==> src/rtl/acf_pkg.sv <==
// ----------------------------------------------------------------------------
// acf_pkg
// Shared types and constants for the alert cooldown filter.
// ----------------------------------------------------------------------------
package acf_pkg;

  // table geometry and register reset
  localparam int unsigned NUM_SLOTS_DEF  = 8;
  localparam int unsigned SLOT_IDX_W     = 3;
  localparam logic [31:0] COOLDOWN_RESET = 32'd60000;

  // result action codes
  typedef enum logic [1:0] {
    ACT_SUPPRESS = 2'd0,
    ACT_REFRESH  = 2'd1,
    ACT_CLAIM    = 2'd2,
    ACT_EVICT    = 2'd3
  } action_t;

  // sequencer states
  typedef enum logic [1:0] {
    ST_IDLE,
    ST_READ,
    ST_CHECK,
    ST_WRITE
  } state_t;

  // request item
  typedef struct packed {
    logic [7:0]  category_code;
    logic [7:0]  status_code;
    logic [31:0] now_ms;
  } request_t;

  // result item
  typedef struct packed {
    logic                  allow;
    action_t               action;
    logic [SLOT_IDX_W-1:0] slot_index;
  } result_t;

  // one stored slot: key and last allowed time
  typedef struct packed {
    logic [7:0]  category;
    logic [7:0]  status;
    logic [31:0] last_sent;
  } slot_entry_t;

endpackage

==> src/rtl/acf_slot_mem.sv <==
// ----------------------------------------------------------------------------
// acf_slot_mem
// Slot table storage: one write port, one read port, registered read data.
// ----------------------------------------------------------------------------
module acf_slot_mem #(
  parameter int unsigned DEPTH  = acf_pkg::NUM_SLOTS_DEF,
  parameter int unsigned ADDR_W = 3
) (
  input  logic                 clk,
  input  logic                 we,
  input  logic [ADDR_W-1:0]    waddr,
  input  acf_pkg::slot_entry_t wdata,
  input  logic                 re,
  input  logic [ADDR_W-1:0]    raddr,
  output acf_pkg::slot_entry_t rdata
);

  acf_pkg::slot_entry_t mem [DEPTH];

  // write port
  always_ff @(posedge clk) begin
    if (we) begin
      mem[waddr] <= wdata;
    end
  end

  // read port, registered read data
  always_ff @(posedge clk) begin
    if (re) begin
      rdata <= mem[raddr];
    end
  end

endmodule

==> src/rtl/acf_ctrl.sv <==
// ----------------------------------------------------------------------------
// acf_ctrl
// Slot walk sequencer: reads slots to a key match or the last slot, tracks
// the first free slot, then loads the result, writing back unless suppressed.
// ----------------------------------------------------------------------------
module acf_ctrl #(
  parameter int unsigned NUM_SLOTS = acf_pkg::NUM_SLOTS_DEF,
  parameter int unsigned ADDR_W    = 3
) (
  input  logic                 clk,
  input  logic                 rst,
  input  logic [31:0]          cooldown_ms,
  input  logic                 req_valid,
  output logic                 req_stall,
  input  acf_pkg::request_t    req,
  output logic                 rsp_valid,
  input  logic                 rsp_stall,
  output acf_pkg::result_t     rsp,
  output logic                 mem_we,
  output logic [ADDR_W-1:0]    mem_waddr,
  output acf_pkg::slot_entry_t mem_wdata,
  output logic                 mem_re,
  output logic [ADDR_W-1:0]    mem_raddr,
  input  acf_pkg::slot_entry_t mem_rdata
);

  localparam logic [ADDR_W-1:0] LAST_IDX = ADDR_W'(NUM_SLOTS - 1);

  acf_pkg::state_t   state, state_next;
  acf_pkg::request_t cur;
  logic [NUM_SLOTS-1:0] slot_valid;
  logic [ADDR_W-1:0] idx;
  logic [ADDR_W-1:0] hit_idx;
  logic [ADDR_W-1:0] free_idx;
  logic              hit;
  logic              too_soon;
  logic              free_found;
  logic              res_free;
  logic              entry_match;
  logic [31:0]       age;
  logic [ADDR_W-1:0] target;
  acf_pkg::action_t  act;

  // key compare and age of the slot just read
  assign entry_match = slot_valid[idx] &&
                       (mem_rdata.category == cur.category_code) &&
                       (mem_rdata.status == cur.status_code);
  assign age      = cur.now_ms - mem_rdata.last_sent;
  assign res_free = !rsp_valid || !rsp_stall;

  // decision once the walk is done
  always_comb begin
    if (hit) begin
      target = hit_idx;
      act    = too_soon ? acf_pkg::ACT_SUPPRESS : acf_pkg::ACT_REFRESH;
    end else if (free_found) begin
      target = free_idx;
      act    = acf_pkg::ACT_CLAIM;
    end else begin
      target = '0;
      act    = acf_pkg::ACT_EVICT;
    end
  end

  // next state
  always_comb begin
    state_next = state;
    case (state)
      acf_pkg::ST_IDLE: begin
        if (req_valid) state_next = acf_pkg::ST_READ;
      end
      acf_pkg::ST_READ: state_next = acf_pkg::ST_CHECK;
      acf_pkg::ST_CHECK: begin
        if (entry_match || idx == LAST_IDX) state_next = acf_pkg::ST_WRITE;
        else state_next = acf_pkg::ST_READ;
      end
      acf_pkg::ST_WRITE: begin
        if (res_free) state_next = acf_pkg::ST_IDLE;
      end
      default: state_next = acf_pkg::ST_IDLE;
    endcase
  end

  // state outputs: handshake and memory ports
  always_comb begin
    req_stall = 1'b1;
    mem_re    = 1'b0;
    mem_we    = 1'b0;
    case (state)
      acf_pkg::ST_IDLE:  req_stall = 1'b0;
      acf_pkg::ST_READ:  mem_re = 1'b1;
      acf_pkg::ST_CHECK: mem_re = 1'b0;
      acf_pkg::ST_WRITE: mem_we = res_free && (act != acf_pkg::ACT_SUPPRESS);
      default:           req_stall = 1'b1;
    endcase
  end

  assign mem_raddr           = idx;
  assign mem_waddr           = target;
  assign mem_wdata.category  = cur.category_code;
  assign mem_wdata.status    = cur.status_code;
  assign mem_wdata.last_sent = cur.now_ms;

  // control registers
  always_ff @(posedge clk) begin
    if (rst) begin
      state      <= acf_pkg::ST_IDLE;
      slot_valid <= '0;
      rsp_valid  <= 1'b0;
    end else begin
      state <= state_next;
      if (state == acf_pkg::ST_WRITE && res_free) begin
        rsp_valid <= 1'b1;
        if (act != acf_pkg::ACT_SUPPRESS) slot_valid[target] <= 1'b1;
      end else if (rsp_valid && !rsp_stall) begin
        rsp_valid <= 1'b0;
      end
    end
  end

  // walk registers and captured item
  always_ff @(posedge clk) begin
    case (state)
      acf_pkg::ST_IDLE: begin
        if (req_valid) begin
          cur        <= req;
          idx        <= '0;
          hit        <= 1'b0;
          free_found <= 1'b0;
        end
      end
      acf_pkg::ST_CHECK: begin
        if (entry_match) begin
          hit      <= 1'b1;
          hit_idx  <= idx;
          too_soon <= age < cooldown_ms;
        end else begin
          if (!slot_valid[idx] && !free_found) begin
            free_found <= 1'b1;
            free_idx   <= idx;
          end
          if (idx != LAST_IDX) idx <= idx + 1'b1;
        end
      end
      acf_pkg::ST_WRITE: begin
        if (res_free) begin
          rsp.allow      <= (act != acf_pkg::ACT_SUPPRESS);
          rsp.action     <= act;
          rsp.slot_index <= acf_pkg::SLOT_IDX_W'(target);
        end
      end
      default: ;
    endcase
  end

endmodule

==> src/rtl/alert_cooldown_filter_unit.sv <==
// ----------------------------------------------------------------------------
// alert_cooldown_filter_unit
// Per-key cooldown filter for alert requests over a small slot table.
// ----------------------------------------------------------------------------
// The sequencer takes one request item (category, status, time) at a time:
// it reads the slots in order through the slot memory's single read port,
// stops at the first key match or after the last slot, then writes back
// (unless the item is suppressed) and loads the result register. A result
// waiting on a stalled output does not block the next request until that
// request's own result is ready.
// The register cooldown_ms is written through the cfg channel, which is
// always ready; write it only while no request is in flight. No clearing
// pass is needed after reset: slot valid bits are flip-flops.
module alert_cooldown_filter_unit #(
  parameter int unsigned NUM_SLOTS = acf_pkg::NUM_SLOTS_DEF
) (
  input  logic              clk,
  input  logic              rst,
  input  logic              cfg_valid,
  output logic              cfg_ready,
  input  logic [31:0]       cfg_data,
  input  logic              req_valid,
  output logic              req_stall,
  input  acf_pkg::request_t req,
  output logic              rsp_valid,
  input  logic              rsp_stall,
  output acf_pkg::result_t  rsp
);

  localparam int unsigned ADDR_W = (NUM_SLOTS > 1) ? $clog2(NUM_SLOTS) : 1;

  logic [31:0]          cooldown_ms;
  logic                 mem_we;
  logic [ADDR_W-1:0]    mem_waddr;
  acf_pkg::slot_entry_t mem_wdata;
  logic                 mem_re;
  logic [ADDR_W-1:0]    mem_raddr;
  acf_pkg::slot_entry_t mem_rdata;

  // cooldown register
  assign cfg_ready = 1'b1;
  always_ff @(posedge clk) begin
    if (rst) begin
      cooldown_ms <= acf_pkg::COOLDOWN_RESET;
    end else if (cfg_valid && cfg_ready) begin
      cooldown_ms <= cfg_data;
    end
  end

  // slot walk sequencer
  acf_ctrl #(
    .NUM_SLOTS (NUM_SLOTS),
    .ADDR_W    (ADDR_W)
  ) u_ctrl (
    .clk         (clk),
    .rst         (rst),
    .cooldown_ms (cooldown_ms),
    .req_valid   (req_valid),
    .req_stall   (req_stall),
    .req         (req),
    .rsp_valid   (rsp_valid),
    .rsp_stall   (rsp_stall),
    .rsp         (rsp),
    .mem_we      (mem_we),
    .mem_waddr   (mem_waddr),
    .mem_wdata   (mem_wdata),
    .mem_re      (mem_re),
    .mem_raddr   (mem_raddr),
    .mem_rdata   (mem_rdata)
  );

  // slot table
  acf_slot_mem #(
    .DEPTH  (NUM_SLOTS),
    .ADDR_W (ADDR_W)
  ) u_mem (
    .clk   (clk),
    .we    (mem_we),
    .waddr (mem_waddr),
    .wdata (mem_wdata),
    .re    (mem_re),
    .raddr (mem_raddr),
    .rdata (mem_rdata)
  );

endmodule

==> config.mk <==
export PLATFORM = sky130hd
export DESIGN_NAME = alert_cooldown_filter_unit
export DESIGN_NICKNAME = d
export VERILOG_FILES = /design/src/rtl/acf_pkg.sv /design/src/rtl/acf_slot_mem.sv /design/src/rtl/acf_ctrl.sv /design/src/rtl/alert_cooldown_filter_unit.sv
export SDC_FILE = /design/constraint.sdc
export NUM_CORES = 1
export LEC_CHECK = 0
export BUFFER_PORTS_ARGS = -buffer_cell sky130_fd_sc_hd__buf_2
export CORE_MARGIN = 10
export CORE_UTILIZATION = 50
export DETAILED_ROUTE_END_ITERATION = 12
export HOLD_SLACK_MARGIN = 0.15
export PLACE_DENSITY = 0.64
export SLEW_MARGIN = 0
export SYNTH_ARGS = -nofsm -noshare
export SYNTH_HDL_FRONTEND = slang
export SYNTH_SLANG_ARGS = --single-unit
==> constraint.sdc <==
create_clock -name clk -period 13.5 [get_ports clk]
set_clock_uncertainty 0.1 [all_clocks]
set_input_delay 2.7 -clock clk [delete_from_list [all_inputs] [get_ports clk]]
set_output_delay 2.7 -clock clk [all_outputs]
set_load 0.005 [all_outputs]
==> metrics.log, run 1 <==
[metrics] run status: finished clean
[metrics] Hold Path Cell Cnt: 2
[metrics] clk_lat worst skew: 0.61 ns
[metrics] setup repair after global routing missed its margin: no
[metrics] root buffer cell: sky130_fd_sc_hd__clkbuf_16
[metrics] cell with the most instances after synthesis: sky130_fd_sc_hd__edfxtp_1
[metrics] residual DRC count: 0
[metrics] worst reg2reg path startpoint: u_ctrl.mem_wdata[0]$_DFFE_PP_
[metrics] type of element capturing the critical path: register
[metrics] flip-flop and latch count after synthesis: 541
[metrics] total via count after detailed routing: 11.18k
[metrics] post-route clock period utilization: 37.21%
[metrics] GRT Residual Overflow: 0
[metrics] placeable core area: 0.04403 mm²
[metrics] Setup TNS: 0 ns
[metrics] routability cong.: 0.7525
[metrics] Horiz. Die Dim: 230.7 µm
[metrics] Reg2Reg Depth: 20
[metrics] top post-synthesis cells by area: sky130_fd_sc_hd__edfxtp_1 (67%), sky130_fd_sc_hd__mux4_2 (9.9%), sky130_fd_sc_hd__dfxtp_1 (3.9%)
[metrics] ys async rst share: 0%
[metrics] Chip Height: 230.7 µm
[metrics] detailed-route vias per instance: 5.549
[metrics] Worst EP arrival: 5.33 ns
[metrics] type of the worst setup path: reg -> reg
[metrics] Worst Setup Start Kind: register
[metrics] Primary FF master, synth: sky130_fd_sc_hd__edfxtp_1
[metrics] Commonest cells post-synth: sky130_fd_sc_hd__edfxtp_1 (498), sky130_fd_sc_hd__mux4_2 (98), sky130_fd_sc_hd__inv_1 (80)
[metrics] worst max-slew margin expressed relative to the limit: 21.29%
[metrics] area added between synthesis and finish: 13.54%
[metrics] Die Outline Area: 0.05320 mm²
[metrics] NumNets Final: 1528
[metrics] Synth area leader: sky130_fd_sc_hd__edfxtp_1
[metrics] number of different library cells in the post-synthesis netlist: 54
[metrics] # port buffers: 92
[metrics] Fin. Hold Viols: 0
[metrics] standard-cell row count: 77
[metrics] # placed instances: 1914
[metrics] register cell area after layout: 0.01582 mm²
[metrics] Fmax achieved: 199.1 MHz
[metrics] area occupied by multi-input gates: 0.005958 mm²
[metrics] Lkg Pwr: 8.736 nW
[metrics] area share of the largest cell type after synthesis: 67.40%
[metrics] detail-routed net length per standard cell: 21.77 µm
[metrics] clock buffers created by TritonCTS: 54
[metrics] gr usage total: 16.58%
[metrics] number of global-route vias before repair: 11.63k
[metrics] first drt pass iteration count: 5
[metrics] end point of the worst hold path: u_ctrl.slot_valid[7]$_SDFFE_PP0P_
[metrics] I/O pins: 94
[metrics] Period minus WS final: 5.023 ns
[metrics] HPWL Detailed: 26.35 mm
[metrics] largest fanout of any net on the critical path: 9
[metrics] maximum ir drop on the vdd rail: 0.00009606 V
[metrics] power density relative to cell area: 148.2 mW/mm²
[metrics] overall power of the completed layout: 3.733 mW
[metrics] end of the worst register-to-register path: u_ctrl.too_soon$_DFFE_PP_
[metrics] clock-pin slew reported for the worst setup and hold paths after clock tree synthesis: 0.06 ns
[metrics] Final Slew Violations: 0
[metrics] Mapped Cells: 1254
[metrics] count of final setup violators: 0
[metrics] count of maximum capacitance violations: 0
[metrics] Resized Gates After CTS: 0
[metrics] depth of the CTS H-tree: 2
[metrics] Filler cells: 3352
[metrics] fraction of final layout cells with drive strength greater than 1: 25.18%
[metrics] worst slew pin tran: 1.170 ns
[metrics] sequential-to-total area share from yosys stat: 71.28%
[metrics] starting DRC count in detailed routing: 822
[metrics] synthesized cell area: 0.02219 mm²
[metrics] post-layout instance count excluding filler cells: 2014
[metrics] flop2flop setup slack: 8.48 ns
[metrics] clock buffer depth: 3
[metrics] Hold WC Path Type: reg -> reg
[metrics] number of diodes added for antenna fixing: 0
[metrics] count of yosys warnings during synthesis: 0
[metrics] number of nets with antenna violations after routing: 0
[metrics] initial cell density of the core: 50.39%
[metrics] Worst Hold Launch: u_ctrl.slot_valid[7]$_SDFFE_PP0P_
[metrics] wire length of the first global-routing pass: 67.99 mm
[metrics] worst stage delay on the critical path: 0.53 ns
[metrics] initial antenna violation count: 0
[metrics] number of enable-type register cells in the synthesized netlist: 498
[metrics] Post-Synthesis Mean Instance Area: 17.69 µm²
[metrics] postcts setup bufs: 0
[metrics] largest net degree at the start of global routing: 53
[metrics] Crit path required time: 13.80 ns
[metrics] clock sink count: 541
[metrics] syn nets: 1404
[metrics] cell breakdown of the critical path: inv_1, ha_1, inv_1, fa_1, a211oi_2, o21bai_2, a211oi_4, a211oi_1, o31a_1, or2_2, a21oi_2, xnor2_1, ha_1, nand2_1, nor4_1, a2111oi_0, o221ai_1, a21oi_1, nand2_1, o31ai_1
[metrics] clock tree from TritonCTS: yes
[metrics] final wirelength: 43.84 mm
[metrics] slowest cell on the critical path: sky130_fd_sc_hd__edfxtp_1
[metrics] number of hold-repair buffers added at the cts stage: 0
## layout make-up
| type | count | area share [%] |
|---|---|---|
| inverter | 80 | 1.192 |
| clock inverter | 34 | 1.450 |
| clock buffer | 66 | 5.622 |
| sequential | 541 | 62.78 |
| timing repair buffer | 110 | 2.364 |
| multi-input combinational | 591 | 23.65 |
| tap | 592 | 2.940 |
## where the power goes
group,internal [mW],switching [mW],total [mW]
Combinational,0.159,0.180,0.338
Sequential,1.87,0.0345,1.91
Clock,0.864,0.623,1.49
Total,2.90,0.837,3.73
## state kept, by name, indices dropped and copies added, names as in the netlist, 2 cells and up
name	cells
u_mem.mem	384
u_ctrl.mem_wdata	48
u_mem.rdata	48
cooldown_ms	32
u_ctrl.slot_valid	8
u_ctrl.rsp	6
u_ctrl.free_idx	3
u_ctrl.hit_idx	3
u_ctrl.mem_raddr	3
u_ctrl.state	2
## worst max-delay path by stage
stage,startpoint,end,slack (ns),cells after the start
CTS,u_ctrl.mem_wdata[0]$_DFFE_PP_,u_ctrl.too_soon$_DFFE_PP_,8.43,20
global route,u_ctrl.mem_wdata[0]$_DFFE_PP_,u_ctrl.too_soon$_DFFE_PP_,7.95,20
global placement,rsp_stall,u_mem.mem[7][32]$_DFFE_PP_,7.91,5
detailed placement,rsp_stall,u_mem.mem[7][34]$_DFFE_PP_,7.83,5
finish,u_ctrl.mem_wdata[0]$_DFFE_PP_,u_ctrl.too_soon$_DFFE_PP_,8.48,20
floorplan,rsp_stall,u_mem.mem[3][0]$_DFFE_PP_,5.87,3
## cell families (layout without fill, tap and decap cells)
kind of cell | count (synthesis) | count (layout) | synth area share, %
adder cells (fa/ha/maj) | 65 | 65 | 3.699
XOR/XNOR | 44 | 44 | 1.737
AND/OR/NAND/NOR | 169 | 169 | 3.496
flip-flops | 541 | 541 | 71.28
other | 1 | 1 | 0.01690
multiplexers | 173 | 173 | 13.61
AO/OA/AOI/OAI | 139 | 139 | 4.060
buffers and inverters | 122 | 290 | 2.103
## per-stage QoR
stage               worst slack [ns]  area, µm²  hold WS [ns]  utilization (%)
floorplan                      5.875      22190        0.3348                -
global placement               7.907      23410        0.3449            53.17
detailed placement             7.834      23410        0.3587            53.17
CTS                            8.432      25190        0.3729            57.22
global route                   7.946      25190        0.4078            57.22
finish                         8.477      25190        0.3706            57.22
## critical path, delay by kind of cell, from the launching register on
kind	cells	cell delay [ns]
buffers and inverters	2	0.18
AND/OR/NAND/NOR	4	0.55
AO/OA/AOI/OAI	10	2.49
adder cells (fa/ha/maj)	3	0.86
XOR/XNOR	1	0.14
flip-flops	1	0.53
## metal layers
metal	up-vias	wire (µm)	GRT usage, %
li1	5126	-	-
met1	5725	19400	22.57
met2	263	21380	26.94
met3	61	2224	2.992
met4	0	845	4.995
met5	-	0	0
## layout by cell type, fill, tap and decap left out, types with 5 or more instances in the layout
cell,instances
sky130_fd_sc_hd__xor2_1,11
sky130_fd_sc_hd__mux2i_1,26
sky130_fd_sc_hd__inv_1,79
sky130_fd_sc_hd__buf_4,18
sky130_fd_sc_hd__and2_1,6
sky130_fd_sc_hd__a211oi_1,6
sky130_fd_sc_hd__buf_2,92
sky130_fd_sc_hd__or2_2,6
sky130_fd_sc_hd__clkinv_1,11
sky130_fd_sc_hd__mux4_2,98
sky130_fd_sc_hd__a21oi_1,53
sky130_fd_sc_hd__clkbuf_16,54
sky130_fd_sc_hd__nand3_1,14
sky130_fd_sc_hd__o21ai_0,20
sky130_fd_sc_hd__a21o_1,13
sky130_fd_sc_hd__nand4_1,8
sky130_fd_sc_hd__nand2_1,42
sky130_fd_sc_hd__edfxtp_1,498
sky130_fd_sc_hd__mux2_2,49
sky130_fd_sc_hd__dfxtp_1,43
sky130_fd_sc_hd__bufinv_16,6
sky130_fd_sc_hd__clkinv_2,12
sky130_fd_sc_hd__nor3_1,8
sky130_fd_sc_hd__o21a_1,5
sky130_fd_sc_hd__xnor2_1,33
sky130_fd_sc_hd__ha_1,64
sky130_fd_sc_hd__clkbuf_1,10
sky130_fd_sc_hd__nor2_1,61
sky130_fd_sc_hd__nand2b_1,5
sky130_fd_sc_hd__o211ai_1,9
(Power assumes the default switching activity.)
==> inputs of run 2 (changes only) <==
--- a/config.mk
+++ b/config.mk
@@ -10,7 +10,7 @@
 export CORE_UTILIZATION = 50
 export DETAILED_ROUTE_END_ITERATION = 12
 export HOLD_SLACK_MARGIN = 0.15
-export PLACE_DENSITY = 0.64
+export PLACE_DENSITY = 0.66
 export SLEW_MARGIN = 0
 export SYNTH_ARGS = -nofsm -noshare
 export SYNTH_HDL_FRONTEND = slang
==> constraint.sdc (replaced) <==
create_clock -name clk -period 4.3 [get_ports clk]
set_clock_uncertainty 0.1 [all_clocks]
set_input_delay 0.86 -clock clk [delete_from_list [all_inputs] [get_ports clk]]
set_output_delay 0.86 -clock clk [all_outputs]
set_load 0.005 [all_outputs]
==> metrics.log, run 2 (same netlist as run 1, synthesis figures left out) <==
[metrics] initial cell density of the core: 50.39%
[metrics] detailed-route vias per instance: 5.525
[metrics] HPWL Detailed: 26.07 mm
[metrics] Crit path required time: 4.52 ns
[metrics] I/O pins: 94
[metrics] Die Outline Area: 0.05320 mm²
[metrics] final wirelength: 45.29 mm
[metrics] number of nets with antenna violations after routing: 0
[metrics] maximum ir drop on the vdd rail: 0.0003395 V
[metrics] area added between synthesis and finish: 15.49%
[metrics] smallest setup slack after layout: -0.08718 ns
[metrics] clock sink count: 541
[metrics] number of hold-repair buffers added at the cts stage: 0
[metrics] largest net degree at the start of global routing: 76
[metrics] Period minus WS final: 4.387 ns
[metrics] post-route clock period utilization: 102.0%
[metrics] most used routing layer: met2
[metrics] Post-Place Cell Area: 0.02384 mm²
[metrics] number of flip-flops in the largest register: 384
[metrics] Reg with most FFs: u_mem.mem
[metrics] largest fanout of any net on the critical path: 3
[metrics] NumNets Final: 1568
[metrics] run status: finished, violations left
[metrics] first drt pass iteration count: 6
[metrics] worst reg2reg path startpoint: u_ctrl.mem_wdata[0]$_DFFE_PP_
[metrics] placeable core area: 0.04403 mm²
[metrics] worst slew pin tran: 0.9539 ns
[metrics] standard-cell row count: 77
[metrics] Worst Hold Launch: req[39]
[metrics] total via count after detailed routing: 11.35k
[metrics] met2 routing resource usage after global routing: 27.36%
[metrics] GRT Residual Overflow: 0
[metrics] clock buffer depth: 3
[metrics] Fmax achieved: 227.9 MHz
[metrics] number of diodes added for antenna fixing: 0
[metrics] Worst EP arrival: 4.60 ns
[metrics] count of final setup violators: 1
[metrics] final std cell area, no fill: 0.02562 mm²
[metrics] clock-pin slew reported for the worst setup and hold paths after clock tree synthesis: 0.06 ns
[metrics] Hold WC Path Type: in -> reg
[metrics] number of global-route vias before repair: 11.83k
[metrics] depth of the CTS H-tree: 2
[metrics] wire length of the first global-routing pass: 70.41 mm
[metrics] clock buffers created by TritonCTS: 56
[metrics] Fin. Hold Viols: 0
[metrics] clk_lat worst skew: 0.62 ns
[metrics] starting DRC count in detailed routing: 847
[metrics] violations in the final reports: setup timing
[metrics] Horiz. Die Dim: 230.7 µm
[metrics] Setup TNS: -0.08718 ns
[metrics] met1 track demand over resource in global routing: 24.08%
[metrics] fraction of final layout cells with drive strength greater than 1: 27.70%
[metrics] # port buffers: 92
[metrics] initial antenna violation count: 0
[metrics] most common library cell in the layout ignoring fill and taps: sky130_fd_sc_hd__edfxtp_1
[metrics] Worst Setup Start Kind: register
[metrics] type of element capturing the critical path: register
[metrics] Chip Height: 230.7 µm
[metrics] count of maximum capacitance violations: 0
[metrics] most frequent cells in the layout: sky130_fd_sc_hd__edfxtp_1 (498), sky130_fd_sc_hd__mux4_2 (98), sky130_fd_sc_hd__buf_2 (92), sky130_fd_sc_hd__inv_1 (79), sky130_fd_sc_hd__ha_1 (64)
[metrics] global routing met3 resource utilization: 3.201%
[metrics] routability cong.: 0.8910
[metrics] setup repair after global routing missed its margin: yes
[metrics] residual DRC count: 0
[metrics] type of the worst setup path: reg -> reg
[metrics] root buffer cell: sky130_fd_sc_hd__clkbuf_16
[metrics] worst max-slew margin expressed relative to the limit: 36.41%
[metrics] Filler cells: 3331
[metrics] startpoint of the most critical setup path: u_ctrl.mem_wdata[0]$_DFFE_PP_
[metrics] detail-routed net length per standard cell: 22.05 µm
[metrics] Lkg Pwr: 8.944 nW
[metrics] clock tree from TritonCTS: yes
[metrics] gr usage total: 17.29%
[metrics] Final Slew Violations: 0
[metrics] power density relative to cell area: 454.9 mW/mm²
[run 2: per-layer routing]
metal / wire length [µm] / vias up
met5: 0 / -
li1: - / 5219
met3: 2634 / 69
met4: 939 / 0
met2: 21260 / 306
met1: 20450 / 5755
[run 2: report_power, final]
part	internal (mW)	leakage, nW	total, mW	switching, mW
sequential	5.88	4.88	5.97	0.0855
clock	2.55	0.852	4.52	1.97
combinational	0.553	3.22	1.17	0.613
[run 2: worst max-delay path, cell delays in order, from the launching register on]
cell and delay [ns]:
sky130_fd_sc_hd__edfxtp_1 0.38, sky130_fd_sc_hd__inv_1 0.07, sky130_fd_sc_hd__ha_1 0.16, sky130_fd_sc_hd__inv_1 0.05, sky130_fd_sc_hd__fa_2 0.35, sky130_fd_sc_hd__a211oi_2 0.20
sky130_fd_sc_hd__o21bai_2 0.13, sky130_fd_sc_hd__a211oi_4 0.26, sky130_fd_sc_hd__a211oi_2 0.13, sky130_fd_sc_hd__o31a_1 0.33, sky130_fd_sc_hd__or2_2 0.31, sky130_fd_sc_hd__a21oi_2 0.15
sky130_fd_sc_hd__xnor2_1 0.09, sky130_fd_sc_hd__ha_1 0.30, sky130_fd_sc_hd__nand2_2 0.06, sky130_fd_sc_hd__buf_4 0.13, sky130_fd_sc_hd__nor3_1 0.16, sky130_fd_sc_hd__nand3_1 0.13
sky130_fd_sc_hd__o41ai_1 0.47, sky130_fd_sc_hd__o31ai_2 0.12
[run 2: what timing repair did]
| item | CTS | global route |
|---|---|---|
| pin swaps | 7 | 10 |
| setup endpoints to repair | 1 | 1 |
| setup buffers | 2 | 1 |
| resized for setup | 2 | 6 |
[run 2: final timing paths]
| path | endpoint | slack, ns | cells past startpoint |
|---|---|---|---|
| worst max-delay path | u_ctrl.too_soon$_DFFE_PP_ | -0.09 | 19 |
| worst min-delay path | u_ctrl.mem_wdata[39]$_DFFE_PP_ | 0.31 | 1 |
| worst max register to register | u_ctrl.too_soon$_DFFE_PP_ | -0.09 | 19 |
| worst min register to register | u_ctrl.slot_valid[6]$_SDFFE_PP0P_ | 0.37 | 2 |
[run 2: area by class of cell]
type                            instances  area, µm²  area share [%]
Timing Repair Buffer                  148       1044           4.072
Clock inverter                         30      222.7          0.8691
Tap cell                              592      740.7           2.891
Inverter                               80      300.3           1.172
Multi-Input combinational cell        591       5988           23.37
Clock buffer                           72       1514           5.908
Sequential cell                       541      15820           61.72
[run 2: metrics by stage]
stage | total power [mW] | std cells | utilization, % | hold slack [ns] | setup WS, ns
floorplan | 6.862 | 1254 | - | 0.3348 | -1.486
global placement | 7.211 | 1949 | 54.14 | 0.3458 | -0.08237
detailed placement | 7.230 | 1949 | 54.14 | 0.3584 | -0.1550
CTS | 11.75 | 2053 | 58.13 | 0.2752 | -0.06614
global route | 12.12 | 2054 | 58.20 | 0.2878 | -0.3278
finish | 11.66 | 2054 | 58.20 | 0.3144 | -0.08718
